==> config.mk <==
export PLATFORM = sky130hd
export DESIGN_NAME = linear_resampler_with_gain_unit
export DESIGN_NICKNAME = d
export VERILOG_FILES = /design/src/sv/rsg_pkg.sv /design/src/sv/rsg_front.sv /design/src/sv/rsg_queue.sv /design/src/sv/rsg_back.sv /design/src/sv/linear_resampler_with_gain_unit.sv
export SDC_FILE = /design/constraint.sdc
export NUM_CORES = 2
export LEC_CHECK = 0
export ABC_AREA = 1
export BUFFER_PORTS_ARGS = -buffer_cell sky130_fd_sc_hd__buf_2
export CAP_MARGIN = 20
export CORE_UTILIZATION = 60
export CTS_BUF_LIST = sky130_fd_sc_hd__clkbuf_4 sky130_fd_sc_hd__clkbuf_8 sky130_fd_sc_hd__clkbuf_16
export DETAILED_ROUTE_END_ITERATION = 7
export GPL_TIMING_DRIVEN = 0
export PLACE_DENSITY_LB_ADDON = 0.12
export SLEW_MARGIN = 20
export SYNTH_ARGS = -nofsm -noshare
export SYNTH_HDL_FRONTEND = slang
export SYNTH_SLANG_ARGS = --single-unit
==> constraint.sdc <==
create_clock -name aclk -period 11.61 [get_ports aclk]
set_input_delay 3.483 -clock aclk [delete_from_list [all_inputs] [get_ports aclk]]
set_output_delay 3.483 -clock aclk [all_outputs]
set_load 0.01 [all_outputs]
==> src/sv/rsg_pkg.sv <==
// Shared types and constants of the linear resampler with gain.
package rsg_pkg;

    // Input beat: one audio sample and the end-of-utterance flag.
    typedef struct packed {
        logic signed [15:0] in_sample;
        logic               in_last;
    } in_beat_t;

    // Output beat: one resampled sample, the end mark and the empty flag.
    typedef struct packed {
        logic signed [15:0] out_sample;
        logic               out_last;
        logic               out_empty;
    } out_beat_t;

    // One classified input item as it travels from the front to the back.
    typedef struct packed {
        logic signed [15:0] prev_sample;
        logic signed [15:0] cur_sample;
        logic               first;
        logic               last;
    } job_t;

    // Register map.
    localparam int unsigned APB_ADDR_W = 3;
    localparam logic        REG_STEP   = 1'b0;
    localparam logic        REG_GAIN   = 1'b1;

    // Register widths and reset values.
    localparam int unsigned STEP_W     = 21;
    localparam int unsigned GAIN_W     = 16;
    localparam logic [STEP_W-1:0] STEP_RESET = 21'd90317;
    localparam logic [GAIN_W-1:0] GAIN_RESET = 16'd256;

    // Phase arithmetic in Q5.16 (21 bits, 16 of them fraction).
    localparam logic [STEP_W-1:0] ONE_Q16  = 21'd65536;
    localparam logic [STEP_W-1:0] TWO_Q16  = 21'd131072;
    localparam logic [STEP_W-1:0] STEP_MIN = 21'd4096;
    localparam logic [STEP_W-1:0] STEP_MAX = 21'd1048576;

    // Saturation limits of a 16-bit sample.
    localparam logic signed [15:0] SAMPLE_MAX = 16'sh7FFF;
    localparam logic signed [15:0] SAMPLE_MIN = 16'sh8000;

endpackage

==> src/sv/rsg_front.sv <==
// Front end: accepts input beats and tags each one with its predecessor.
module rsg_front (
    input  logic              aclk,
    input  logic              aresetn,
    input  logic              s_valid,
    output logic              s_ready,
    input  rsg_pkg::in_beat_t s_payload,
    output logic              push_valid,
    input  logic              push_ready,
    output rsg_pkg::job_t     push_job
);

    logic signed [15:0] prev_reg, prev_next;
    logic               have_prev_reg, have_prev_next;
    logic               take;

    assign s_ready    = push_ready;
    assign push_valid = s_valid;
    assign take       = s_valid & push_ready;

    // Classify the beat: the first of an utterance has no predecessor.
    always_comb begin
        push_job.prev_sample = prev_reg;
        push_job.cur_sample  = s_payload.in_sample;
        push_job.first       = ~have_prev_reg;
        push_job.last        = s_payload.in_last;
    end

    // Remember the sample; a last beat closes the utterance.
    always_comb begin
        prev_next      = prev_reg;
        have_prev_next = have_prev_reg;
        if (take) begin
            prev_next      = s_payload.in_sample;
            have_prev_next = ~s_payload.in_last;
        end
    end

    always_ff @(posedge aclk) begin
        if (!aresetn) begin
            prev_reg      <= '0;
            have_prev_reg <= 1'b0;
        end else begin
            prev_reg      <= prev_next;
            have_prev_reg <= have_prev_next;
        end
    end

endmodule

==> src/sv/rsg_queue.sv <==
// Short job queue between the front end and the back end.
module rsg_queue #(
    parameter int unsigned DEPTH = 4
) (
    input  logic          aclk,
    input  logic          aresetn,
    input  logic          push_valid,
    output logic          push_ready,
    input  rsg_pkg::job_t push_job,
    output logic          pop_valid,
    input  logic          pop_ready,
    output rsg_pkg::job_t pop_job
);

    localparam int unsigned PTR_W = (DEPTH > 1) ? $clog2(DEPTH) : 1;
    localparam int unsigned CNT_W = $clog2(DEPTH + 1);

    rsg_pkg::job_t    entry_reg [DEPTH];
    logic [PTR_W-1:0] wr_ptr_reg, wr_ptr_next;
    logic [PTR_W-1:0] rd_ptr_reg, rd_ptr_next;
    logic [CNT_W-1:0] count_reg, count_next;
    logic             do_push, do_pop;

    assign push_ready = (count_reg != CNT_W'(DEPTH));
    assign pop_valid  = (count_reg != '0);
    assign pop_job    = entry_reg[rd_ptr_reg];
    assign do_push    = push_valid & push_ready;
    assign do_pop     = pop_valid & pop_ready;

    // Pointer and fill count update, wrapping at any depth.
    always_comb begin
        wr_ptr_next = wr_ptr_reg;
        rd_ptr_next = rd_ptr_reg;
        count_next  = count_reg;
        if (do_push) begin
            wr_ptr_next = (wr_ptr_reg == PTR_W'(DEPTH - 1)) ? '0 : wr_ptr_reg + 1'b1;
        end
        if (do_pop) begin
            rd_ptr_next = (rd_ptr_reg == PTR_W'(DEPTH - 1)) ? '0 : rd_ptr_reg + 1'b1;
        end
        if (do_push && !do_pop) begin
            count_next = count_reg + 1'b1;
        end else if (do_pop && !do_push) begin
            count_next = count_reg - 1'b1;
        end
    end

    always_ff @(posedge aclk) begin
        if (!aresetn) begin
            wr_ptr_reg <= '0;
            rd_ptr_reg <= '0;
            count_reg  <= '0;
        end else begin
            wr_ptr_reg <= wr_ptr_next;
            rd_ptr_reg <= rd_ptr_next;
            count_reg  <= count_next;
        end
    end

    // Entry storage needs no reset.
    always_ff @(posedge aclk) begin
        if (do_push) begin
            entry_reg[wr_ptr_reg] <= push_job;
        end
    end

endmodule

==> src/sv/rsg_back.sv <==
// Back end: phase sequencer, interpolation and gain pipeline, output register.
module rsg_back (
    input  logic                         aclk,
    input  logic                         aresetn,
    input  logic [rsg_pkg::STEP_W-1:0]   step_q16,
    input  logic [rsg_pkg::GAIN_W-1:0]   gain_q8,
    input  logic                         pop_valid,
    output logic                         pop_ready,
    input  rsg_pkg::job_t                pop_job,
    output logic                         m_valid,
    input  logic                         m_ready,
    output rsg_pkg::out_beat_t           m_payload
);

    typedef enum logic [2:0] {
        ST_IDLE   = 3'b001,
        ST_INTERP = 3'b010,
        ST_TAIL   = 3'b100
    } seq_state_t;

    localparam int unsigned SW = rsg_pkg::STEP_W;

    // Sequencer state.
    seq_state_t         state_reg, state_next;
    logic [SW-1:0]      phase_reg, phase_next;
    logic signed [15:0] a_reg, a_next;
    logic signed [16:0] diff_reg, diff_next;
    logic signed [15:0] cur_reg, cur_next;
    logic               last_reg, last_next;
    logic               emitted_reg, emitted_next;

    // Issue stage.
    logic               iss_valid_reg, iss_valid_next;
    logic signed [15:0] iss_a_reg, iss_a_next;
    logic signed [16:0] iss_diff_reg, iss_diff_next;
    logic [15:0]        iss_frac_reg, iss_frac_next;
    logic               iss_last_reg, iss_last_next;
    logic               iss_empty_reg, iss_empty_next;

    // Stage 1: slope product.
    logic               p1_valid_reg;
    logic signed [15:0] p1_a_reg;
    logic signed [33:0] p1_prod_reg;
    logic               p1_last_reg, p1_empty_reg;

    // Stage 2: interpolated sample.
    logic               p2_valid_reg;
    logic signed [15:0] p2_x_reg;
    logic               p2_last_reg, p2_empty_reg;

    // Stage 3: gain product.
    logic               p3_valid_reg;
    logic signed [32:0] p3_prod_reg;
    logic               p3_last_reg, p3_empty_reg;

    // Output register.
    logic               m_valid_reg;
    rsg_pkg::out_beat_t m_payload_reg;

    logic               adv;
    logic [SW-1:0]      step_eff;
    logic [SW-1:0]      phase_sum;
    logic               below_one;
    logic signed [33:0] num;
    logic signed [15:0] interp_x;
    logic signed [24:0] gained_q;
    logic signed [15:0] sat_x;
    rsg_pkg::out_beat_t out_next;

    // The whole pipeline moves when the output register can take a beat.
    assign adv       = ~m_valid_reg | m_ready;
    assign pop_ready = adv & (state_reg == ST_IDLE);
    assign m_valid   = m_valid_reg;
    assign m_payload = m_payload_reg;

    // Clamp the step to its supported range.
    always_comb begin
        priority if (step_q16 < rsg_pkg::STEP_MIN) begin
            step_eff = rsg_pkg::STEP_MIN;
        end else if (step_q16 > rsg_pkg::STEP_MAX) begin
            step_eff = rsg_pkg::STEP_MAX;
        end else begin
            step_eff = step_q16;
        end
    end

    assign phase_sum = phase_reg + step_eff;
    assign below_one = (phase_reg < rsg_pkg::ONE_Q16);

    // Sequencer: at most one result issued per advancing cycle; a new item is taken only when idle.
    always_comb begin
        state_next     = state_reg;
        phase_next     = phase_reg;
        a_next         = a_reg;
        diff_next      = diff_reg;
        cur_next       = cur_reg;
        last_next      = last_reg;
        emitted_next   = emitted_reg;
        iss_valid_next = 1'b0;
        iss_a_next     = a_reg;
        iss_diff_next  = diff_reg;
        iss_frac_next  = phase_reg[15:0];
        iss_last_next  = 1'b0;
        iss_empty_next = 1'b0;
        unique case (state_reg)
            ST_IDLE: begin
                if (pop_valid) begin
                    a_next       = pop_job.prev_sample;
                    diff_next    = 17'(pop_job.cur_sample) - 17'(pop_job.prev_sample);
                    cur_next     = pop_job.cur_sample;
                    last_next    = pop_job.last;
                    emitted_next = 1'b0;
                    if (pop_job.first) begin
                        phase_next = '0;
                        state_next = pop_job.last ? ST_TAIL : ST_IDLE;
                    end else begin
                        state_next = ST_INTERP;
                    end
                end
            end
            ST_INTERP: begin
                if (below_one) begin
                    // Interpolate between the previous and the current sample.
                    iss_valid_next = 1'b1;
                    iss_last_next  = last_reg & (phase_sum >= rsg_pkg::TWO_Q16);
                    emitted_next   = 1'b1;
                    phase_next     = phase_sum;
                end else begin
                    phase_next = phase_reg - rsg_pkg::ONE_Q16;
                    state_next = last_reg ? ST_TAIL : ST_IDLE;
                end
            end
            ST_TAIL: begin
                iss_a_next    = cur_reg;
                iss_diff_next = '0;
                iss_frac_next = '0;
                if (below_one) begin
                    // Positions on the final index repeat the last sample.
                    iss_valid_next = 1'b1;
                    iss_last_next  = (phase_sum >= rsg_pkg::ONE_Q16);
                    emitted_next   = 1'b1;
                    phase_next     = phase_sum;
                end else begin
                    // Nothing was emitted for this item: send the end marker alone.
                    iss_valid_next = ~emitted_reg;
                    iss_last_next  = 1'b1;
                    iss_empty_next = 1'b1;
                    phase_next     = '0;
                    state_next     = ST_IDLE;
                end
            end
            default: begin
                state_next = ST_IDLE;
            end
        endcase
    end

    // Interpolation: divide by 65536 truncating toward zero.
    always_comb begin
        num      = {{2{p1_a_reg[15]}}, p1_a_reg, 16'b0} + p1_prod_reg;
        interp_x = num[31:16] + {15'b0, (num[33] & (num[15:0] != '0))};
    end

    // Gain: divide by 256 truncating toward zero, then saturate.
    always_comb begin
        gained_q = p3_prod_reg[32:8] + {24'b0, (p3_prod_reg[32] & (p3_prod_reg[7:0] != '0))};
        priority if (gained_q[24] && !(&gained_q[23:15])) begin
            sat_x = rsg_pkg::SAMPLE_MIN;
        end else if (!gained_q[24] && (|gained_q[23:15])) begin
            sat_x = rsg_pkg::SAMPLE_MAX;
        end else begin
            sat_x = gained_q[15:0];
        end
        out_next.out_sample = p3_empty_reg ? '0 : sat_x;
        out_next.out_last   = p3_last_reg;
        out_next.out_empty  = p3_empty_reg;
    end

    // Control registers.
    always_ff @(posedge aclk) begin
        if (!aresetn) begin
            state_reg     <= ST_IDLE;
            phase_reg     <= '0;
            emitted_reg   <= 1'b0;
            iss_valid_reg <= 1'b0;
            p1_valid_reg  <= 1'b0;
            p2_valid_reg  <= 1'b0;
            p3_valid_reg  <= 1'b0;
            m_valid_reg   <= 1'b0;
        end else if (adv) begin
            state_reg     <= state_next;
            phase_reg     <= phase_next;
            emitted_reg   <= emitted_next;
            iss_valid_reg <= iss_valid_next;
            p1_valid_reg  <= iss_valid_reg;
            p2_valid_reg  <= p1_valid_reg;
            p3_valid_reg  <= p2_valid_reg;
            m_valid_reg   <= p3_valid_reg;
        end
    end

    // Payload registers.
    always_ff @(posedge aclk) begin
        if (adv) begin
            a_reg         <= a_next;
            diff_reg      <= diff_next;
            cur_reg       <= cur_next;
            last_reg      <= last_next;
            iss_a_reg     <= iss_a_next;
            iss_diff_reg  <= iss_diff_next;
            iss_frac_reg  <= iss_frac_next;
            iss_last_reg  <= iss_last_next;
            iss_empty_reg <= iss_empty_next;
            p1_a_reg      <= iss_a_reg;
            p1_prod_reg   <= iss_diff_reg * $signed({1'b0, iss_frac_reg});
            p1_last_reg   <= iss_last_reg;
            p1_empty_reg  <= iss_empty_reg;
            p2_x_reg      <= interp_x;
            p2_last_reg   <= p1_last_reg;
            p2_empty_reg  <= p1_empty_reg;
            p3_prod_reg   <= p2_x_reg * $signed({1'b0, gain_q8});
            p3_last_reg   <= p2_last_reg;
            p3_empty_reg  <= p2_empty_reg;
            m_payload_reg <= out_next;
        end
    end

    // An empty result is always the end mark and carries a zero sample.
    a_empty_is_last: assert property (@(posedge aclk) disable iff (!aresetn)
        (m_valid_reg && m_payload_reg.out_empty) |->
            (m_payload_reg.out_last && (m_payload_reg.out_sample == '0)))
        else $error("empty result without end mark or with a sample");

    // While interpolating, the phase never grows past one interval plus a step.
    a_phase_bound: assert property (@(posedge aclk) disable iff (!aresetn)
        (state_reg == ST_INTERP) |->
            (phase_reg < (rsg_pkg::ONE_Q16 + rsg_pkg::STEP_MAX)))
        else $error("phase out of range during interpolation");

    // A stalled output freezes every stage of the pipeline.
    a_stall_holds: assert property (@(posedge aclk) disable iff (!aresetn)
        !adv |=> $stable({iss_valid_reg, p1_valid_reg, p2_valid_reg, p3_valid_reg,
                          state_reg, phase_reg}))
        else $error("pipeline moved during an output stall");

endmodule

==> src/sv/linear_resampler_with_gain_unit.sv <==
// Top level of the linear resampler with gain: register file and block wiring.
//
// Usage: input beats (s_valid/s_ready/s_payload) carry one signed 16-bit
// sample each; in_last marks the final sample of an utterance. Result beats
// (m_valid/m_ready/m_payload) carry resampled samples taken at positions
// i*step_q16 from the first sample, multiplied by gain_q8 and saturated;
// out_last marks the final result, and out_empty marks a lone end marker.
// The APB port writes step_q16 at address 0 and gain_q8 at address 4.
// The first result of an item passes the queue, the sequencer, the issue
// register, three arithmetic stages and the output register.
// Throughput: the sequencer issues one result per cycle while the output
// is not stalled, and takes a new item only after the current one is done.
// Input beats are taken into a QUEUE_DEPTH-entry queue while the back end
// works, so the sender only waits when the queue is full.
// When the receiver stalls, the whole back-end pipeline holds and the
// queue keeps filling. Reset empties the queue and pipeline, restores the
// register defaults and starts a new utterance.
module linear_resampler_with_gain_unit #(
    parameter int unsigned QUEUE_DEPTH = 4
) (
    input  logic                               aclk,
    input  logic                               aresetn,
    input  logic                               s_valid,
    output logic                               s_ready,
    input  rsg_pkg::in_beat_t                  s_payload,
    output logic                               m_valid,
    input  logic                               m_ready,
    output rsg_pkg::out_beat_t                 m_payload,
    input  logic                               psel,
    input  logic                               penable,
    input  logic                               pwrite,
    input  logic [rsg_pkg::APB_ADDR_W-1:0]     paddr,
    input  logic [31:0]                        pwdata,
    output logic [31:0]                        prdata,
    output logic                               pready
);

    logic [rsg_pkg::STEP_W-1:0] step_reg, step_next;
    logic [rsg_pkg::GAIN_W-1:0] gain_reg, gain_next;
    logic                       reg_sel;
    logic                       wr_en;

    logic                       push_valid, push_ready;
    rsg_pkg::job_t              push_job;
    logic                       pop_valid, pop_ready;
    rsg_pkg::job_t              pop_job;

    assign pready  = 1'b1;
    assign reg_sel = paddr[2];
    assign wr_en   = psel & penable & pwrite;

    // Register writes.
    always_comb begin
        step_next = step_reg;
        gain_next = gain_reg;
        if (wr_en) begin
            unique case (reg_sel)
                rsg_pkg::REG_STEP: step_next = pwdata[rsg_pkg::STEP_W-1:0];
                rsg_pkg::REG_GAIN: gain_next = pwdata[rsg_pkg::GAIN_W-1:0];
                default:           step_next = step_reg;
            endcase
        end
    end

    // Register reads.
    always_comb begin
        unique case (reg_sel)
            rsg_pkg::REG_STEP: prdata = {11'b0, step_reg};
            rsg_pkg::REG_GAIN: prdata = {16'b0, gain_reg};
            default:           prdata = '0;
        endcase
    end

    always_ff @(posedge aclk) begin
        if (!aresetn) begin
            step_reg <= rsg_pkg::STEP_RESET;
            gain_reg <= rsg_pkg::GAIN_RESET;
        end else begin
            step_reg <= step_next;
            gain_reg <= gain_next;
        end
    end

    rsg_front u_front (
        .aclk       (aclk),
        .aresetn    (aresetn),
        .s_valid    (s_valid),
        .s_ready    (s_ready),
        .s_payload  (s_payload),
        .push_valid (push_valid),
        .push_ready (push_ready),
        .push_job   (push_job)
    );

    rsg_queue #(
        .DEPTH (QUEUE_DEPTH)
    ) u_queue (
        .aclk       (aclk),
        .aresetn    (aresetn),
        .push_valid (push_valid),
        .push_ready (push_ready),
        .push_job   (push_job),
        .pop_valid  (pop_valid),
        .pop_ready  (pop_ready),
        .pop_job    (pop_job)
    );

    rsg_back u_back (
        .aclk      (aclk),
        .aresetn   (aresetn),
        .step_q16  (step_reg),
        .gain_q8   (gain_reg),
        .pop_valid (pop_valid),
        .pop_ready (pop_ready),
        .pop_job   (pop_job),
        .m_valid   (m_valid),
        .m_ready   (m_ready),
        .m_payload (m_payload)
    );

endmodule

# Word level (Yosys, flattened, before mapping)

Memory sizes are Yosys's and may differ from the RTL's. A register that Yosys moved wholly into a read port is not among the register bits.
Index checks and enable logic that the tools add are counted.

Magnitude comparators: 5
Equal/unequal tests: 11
Multiply operators: 2
Bitwise gates (word level): 14
Reduce and logical (&&, ||, !) cells: 24
Muxes and demuxes: 36
Add/subtract/negate cells: 10

Operators with widths:

| kind                                                                | number |
|---|---|
| 2-to-1 mux 21 bit                                                   | 6 |
| case mux 32 bit (2 select lines)                                    | 1 |
| case mux 21 bit (3 select lines)                                    | 1 |
| 2-to-1 mux 16 bit                                                   | 3 |
| adder 34 bit                                                        | 1 |
| multiplier 17 x 17 -> 34 bit                                        | 1 |
| multiplier 16 x 17 -> 33 bit                                        | 1 |
| adder 25 x 1 -> 25 bit                                              | 1 |
| 2-to-1 mux 3 bit                                                    | 8 |
| adder 21 bit                                                        | 1 |
| greater-or-equal comparator 21 x 17 -> 1 bit, second input constant | 1 |
| greater-or-equal comparator 21 x 18 -> 1 bit, second input constant | 1 |
| > comparator 21 bit, second input constant                          | 1 |
| less-than comparator 21 x 13 -> 1 bit, second input constant        | 1 |
| less-than comparator 21 x 17 -> 1 bit, second input constant        | 1 |
| subtractor 21 x 17 -> 21 bit, second input constant                 | 1 |
| subtractor 16 x 16 -> 17 bit                                        | 1 |
| adder 16 x 1 -> 16 bit                                              | 1 |
| nonzero test 16 bit                                                 | 1 |
| AND reduction 4 bit                                                 | 3 |
| 2-to-1 mux 1 bit                                                    | 9 |
| case mux 3 bit (3 select lines)                                     | 1 |
| AND reduction 9 bit                                                 | 1 |
| OR reduction 9 bit                                                  | 1 |
| 23 further kinds                                                    | 54 |

Memory bits (writable): 136
Output and inout bits: 53
Register bits: 315
Word-level logic and storage cells: 141
Memories: 1
Input port bits: 59

Memory list:

| memory            | words | bits a word | rd ports | clocked after memory_dff | wr ports | line            | source |
|---|---|---|---|---|---|---|---|
| u_queue.entry_reg | 4     | 34          | 1        | 1                        | 1        | rsg_queue.sv:18 | `rsg_pkg::job_t entry_reg [DEPTH];` |

# Depth between registers and ports, before layout

Depth in word-level cells: 8
Mapped depth: 27
Depth with buffers taken out: 25

# Cells and area by module

Synthesis repeated with hierarchy kept, for this count alone.

Cell total of the unflattened synthesis: 4,862
Area total of the unflattened synthesis: 41,718.8 µm²

Modules (own cells, without submodules):

| module                          | seq. area each (µm²) | instances | cells an instance | area each (µm²) |
|---|---|---|---|---|
| rsg_back                        | 7,327.0              | 1         | 4,043             | 33,216.9 |
| rsg_queue                       | 4,264.1              | 1         | 399               | 5,740.5 |
| linear_resampler_with_gain_unit | 740.7                | 1         | 293               | 1,913.1 |
| rsg_front                       | 340.3                | 1         | 127               | 848.3 |

# Least setup slack after synthesis

Ideal clock, no wire load.

Path type: input-to-output
Start point: input port paddr[2] (netlist name)
End point: output port prdata[11]
Required time: 8.127 ns
Path buffers: 2
Arrival: 4.193 ns
Stages on the path: 4
Setup slack: 3.934 ns
Cells stage by stage: clkbuf_1 clkbuf_1 nand2_1 o21ai_0

Cells in the longest elaborated chain, start to end: 2

Ends and longest elaborated chain:

| item                                 | line                                  | source |
|---|---|---|
| start: declaration                   | linear_resampler_with_gain_unit.sv:32 | `input logic [rsg_pkg::APB_ADDR_W-1:0] paddr,` |
| inverter 1 bit (no source line)      | --                                    |  |
| case mux 32 bit (2 select lines) (*) | linear_resampler_with_gain_unit.sv:67 | `unique case (reg_sel)` |
| end: declaration                     | linear_resampler_with_gain_unit.sv:34 | `output logic [31:0] prdata,` |

Every way passes the cells marked *; elsewhere a longest branch is shown, timed or not. The select of a mux whose other input is x is not followed.

# Worst setup path after layout

Start point: input port paddr[2] (netlist name)
End point: output port prdata[1]

Same word-level chain as after synthesis.

==> results.toml <==
[clock_network]
cts_hold_buf = 0
cts_setup_buffers = 0
clk_path_buf_depth = 3
cts-resized-gates = 0
clk_latency_ns = 0.61
clk_pin_slew_worst_paths_ns = 0.06
cts_tree = "done"
cts-root-buf = "clkbuf_16"
htreeDepth = 2
cts_buffers = 48
cts_sinks = 453

[critical_path]
cp-start-kind = "input port"
r2r_end = "u_back.p1_prod_reg[33]$_DFFE_PN_"
path_class = "input port to output pin"
r2r_start = "u_back.iss_frac_reg[5]$_SDFFCE_PN0N_"
cp-end-kind = "output pin"
required_ns = 8.13
arrival_ns = 4.67
reg2reg_depth = 20
crit_fanout = 10
rrSetupSlack_ns = 4.19

[timing]
slew_headroom_pct = 29.3
setup_tns_ns = 0
worst_pin_slew_ns = 1.06
hold_viol = 0
finalMaxSlewViolations = 0
hold_ws_ns = 0.417
skew_ns = 0.0591
finalSetupViolations = 0
timing.final.crit_share_pct = 70.2
min_period_ns = 8.15
max_freq_ghz = 0.123
rsz0062_at_grt = "no"

[synthesis]
synth-seq-cells = 453
syn-instance-count = 4718
syn_area_per_cell_um2 = 8.65
yosysSeqAreaShare_pct = 31.0
syn-cell-area_um2 = 40800
synth.distinct_cells = 54
yosysTopAreaCellShare_pct = 26.5
synth_area_leader_cell = "edfxtp_1"
ys_warn_count = 0
synthTopCellsByArea = "edfxtp_1 26%, fa_1 23%, inv_1 10%"

[power_and_ir_drop]
total_power_mw = 10.7
ir_worst_vdd_mv = 0.202
leakagePower_nw = 22.9
power_per_cell_area_nw_per_um2 = 242

[grt]
grt_pass1_wl_mm = 164
grt_overflow = 0
grt_pass1_vias = 30700
grt_usage_pct = 30.5
grt_max_degree = 111
antenna_found_initial = 1

[final_layout]
fillCellCount = 5734
final_common_cell = "inv_1"
final_area_um2 = 44300
seqCellArea_um2 = 12700
final_cells = 5781
largest_reg_flops = 136
finalNetCount = 5680
diodes = 0
final_cell_mix = "1,087 x inv_1, 1,070 x nand2_1, 477 x fa_1"
multi_input_area_um2 = 23300
area_growth_pct = 8.49
drive_above_1_share_pct = 4.99

[routing]
dr_wl_met3_mm = 8.52
num_vias = 31000
drcViolationCount = 0
ant_nets = 0
viasPerCell = 5.36
drt_iter0_drc = 2509
drt-pass1-iter-count = 6
wl_per_cell_um = 17.8
wl_mm = 103
dr_wl_met2_mm = 48.2
m1WireLength_mm = 43.0
topRoutingLayerUsed = "met4"

[die]
rows = 95
start_util_pct = 60.7
io_pins = 112
dieWidth_um = 263
die_h_um = 263
dieArea_um2 = 69100
core_um2 = 67300

[placed_design]
numPortBuffers = 86
place_area_um2 = 42600
gp_congestion = 0.977
dpl.hpwl_mm = 81.8
place_inst = 5694

[flow_run]
max-cap-violations = 0

[run_status]
status = "finished clean"

[min_path]
holdCritPathClass = "flip-flop to flip-flop"
min_path_cells = 0
hp-start = "u_back.iss_a_reg[10]$_DFFE_PN_"
whs_endpoint = "u_back.p1_a_reg[10]$_DFFE_PN_"
## report_power, final
group	internal, mW	leakage, nW	switching [mW]	total (mW)
Combinational	2.18	17.6	4.18	6.36
Sequential	2.51	4.44	0.213	2.73
Clock	0.963	0.834	0.648	1.61
## how the worst max path moves through the flow
stage / from / endpoint / slack, ns / depth (start not counted)
final: paddr[2] / prdata[1] / 3.46 / 6
after global routing: paddr[2] / prdata[11] / 3.36 / 6
after CTS: paddr[2] / prdata[1] / 3.51 / 6
after detailed placement: paddr[2] / prdata[1] / 3.52 / 6
after global placement: m_ready / u_back.iss_valid_reg$_SDFFE_PN0N_ / 2.50 / 5
after floorplan: paddr[2] / prdata[11] / 3.93 / 4
## stage by stage
| stage | util (%) | worst slack [ns] |
|---|---|---|
| global placement | 63.0 | 2.50 |
| finish | 65.8 | 3.46 |
| floorplan | - | 3.93 |
| global route | 65.8 | 3.36 |
| CTS | 65.8 | 3.51 |
| detailed placement | 63.3 | 3.52 |
## Yosys cell counts, drive strengths merged
cell,count
inv,1091
nand2,1076
fa,477
edfxtp,360
nor2,343
ha,273
a21oi,207
o21ai,175
clkbuf,172
nand3,112
dfxtp,93
xor2,76
xnor2,46
nand4,41
nor3,29
buf,23
a32oi,17
o22ai,16
nor4,13
a21o,12
or2,11
a31oi,7
a211oi,5
a21boi,5
nand3b,5
o211ai,5
o21bai,5
o21a,4
clkinv,3
o31ai,3
and2,2
and3,2
conb,2
a221oi,1
a2bb2oi,1
nand2b,1
nor3b,1
o211a,1
o221ai,1
or3,1
## layout make-up
| class | count | area share (%) |
|---|---|---|
| tap | 873 | 2.47 |
| inverter | 1094 | 9.29 |
| clock buffer | 66 | 3.07 |
| timing repair buffer | 93 | 1.37 |
| sequential | 453 | 28.6 |
| clock inverter | 21 | 0.726 |
| buffer | 195 | 1.82 |
| multi-input combinational | 2986 | 52.6 |
## kinds of logic (layout without fill, tap and decap cells)
kind of cell | Yosys count | in the layout | synth area share (%)
adder cells (fa/ha/maj) | 750 | 750 | 31.8
AO/OA/AOI/OAI | 465 | 465 | 6.21
flip-flops | 453 | 453 | 31.0
AND/OR/NAND/NOR | 1637 | 1637 | 16.2
XOR/XNOR | 122 | 122 | 2.67
buffers and inverters | 1289 | 1469 | 12.0
other | 2 | 12 | 0.0184
## metal layers
layer  track usage [%]  vias up
met5                 0        -
met2              50.2     1241
met3              4.24      204
li1                  -    14700
met1              41.9    14800
met4              9.93        0
## worst max-delay path, cell delays in order
cell      delay [ns]
buf_2           0.10
clkbuf_1        0.28
clkbuf_1        0.37
nand2_1         0.14
o21ai_0         0.14
buf_2           0.16
Power figures use the tool's default switching activity.
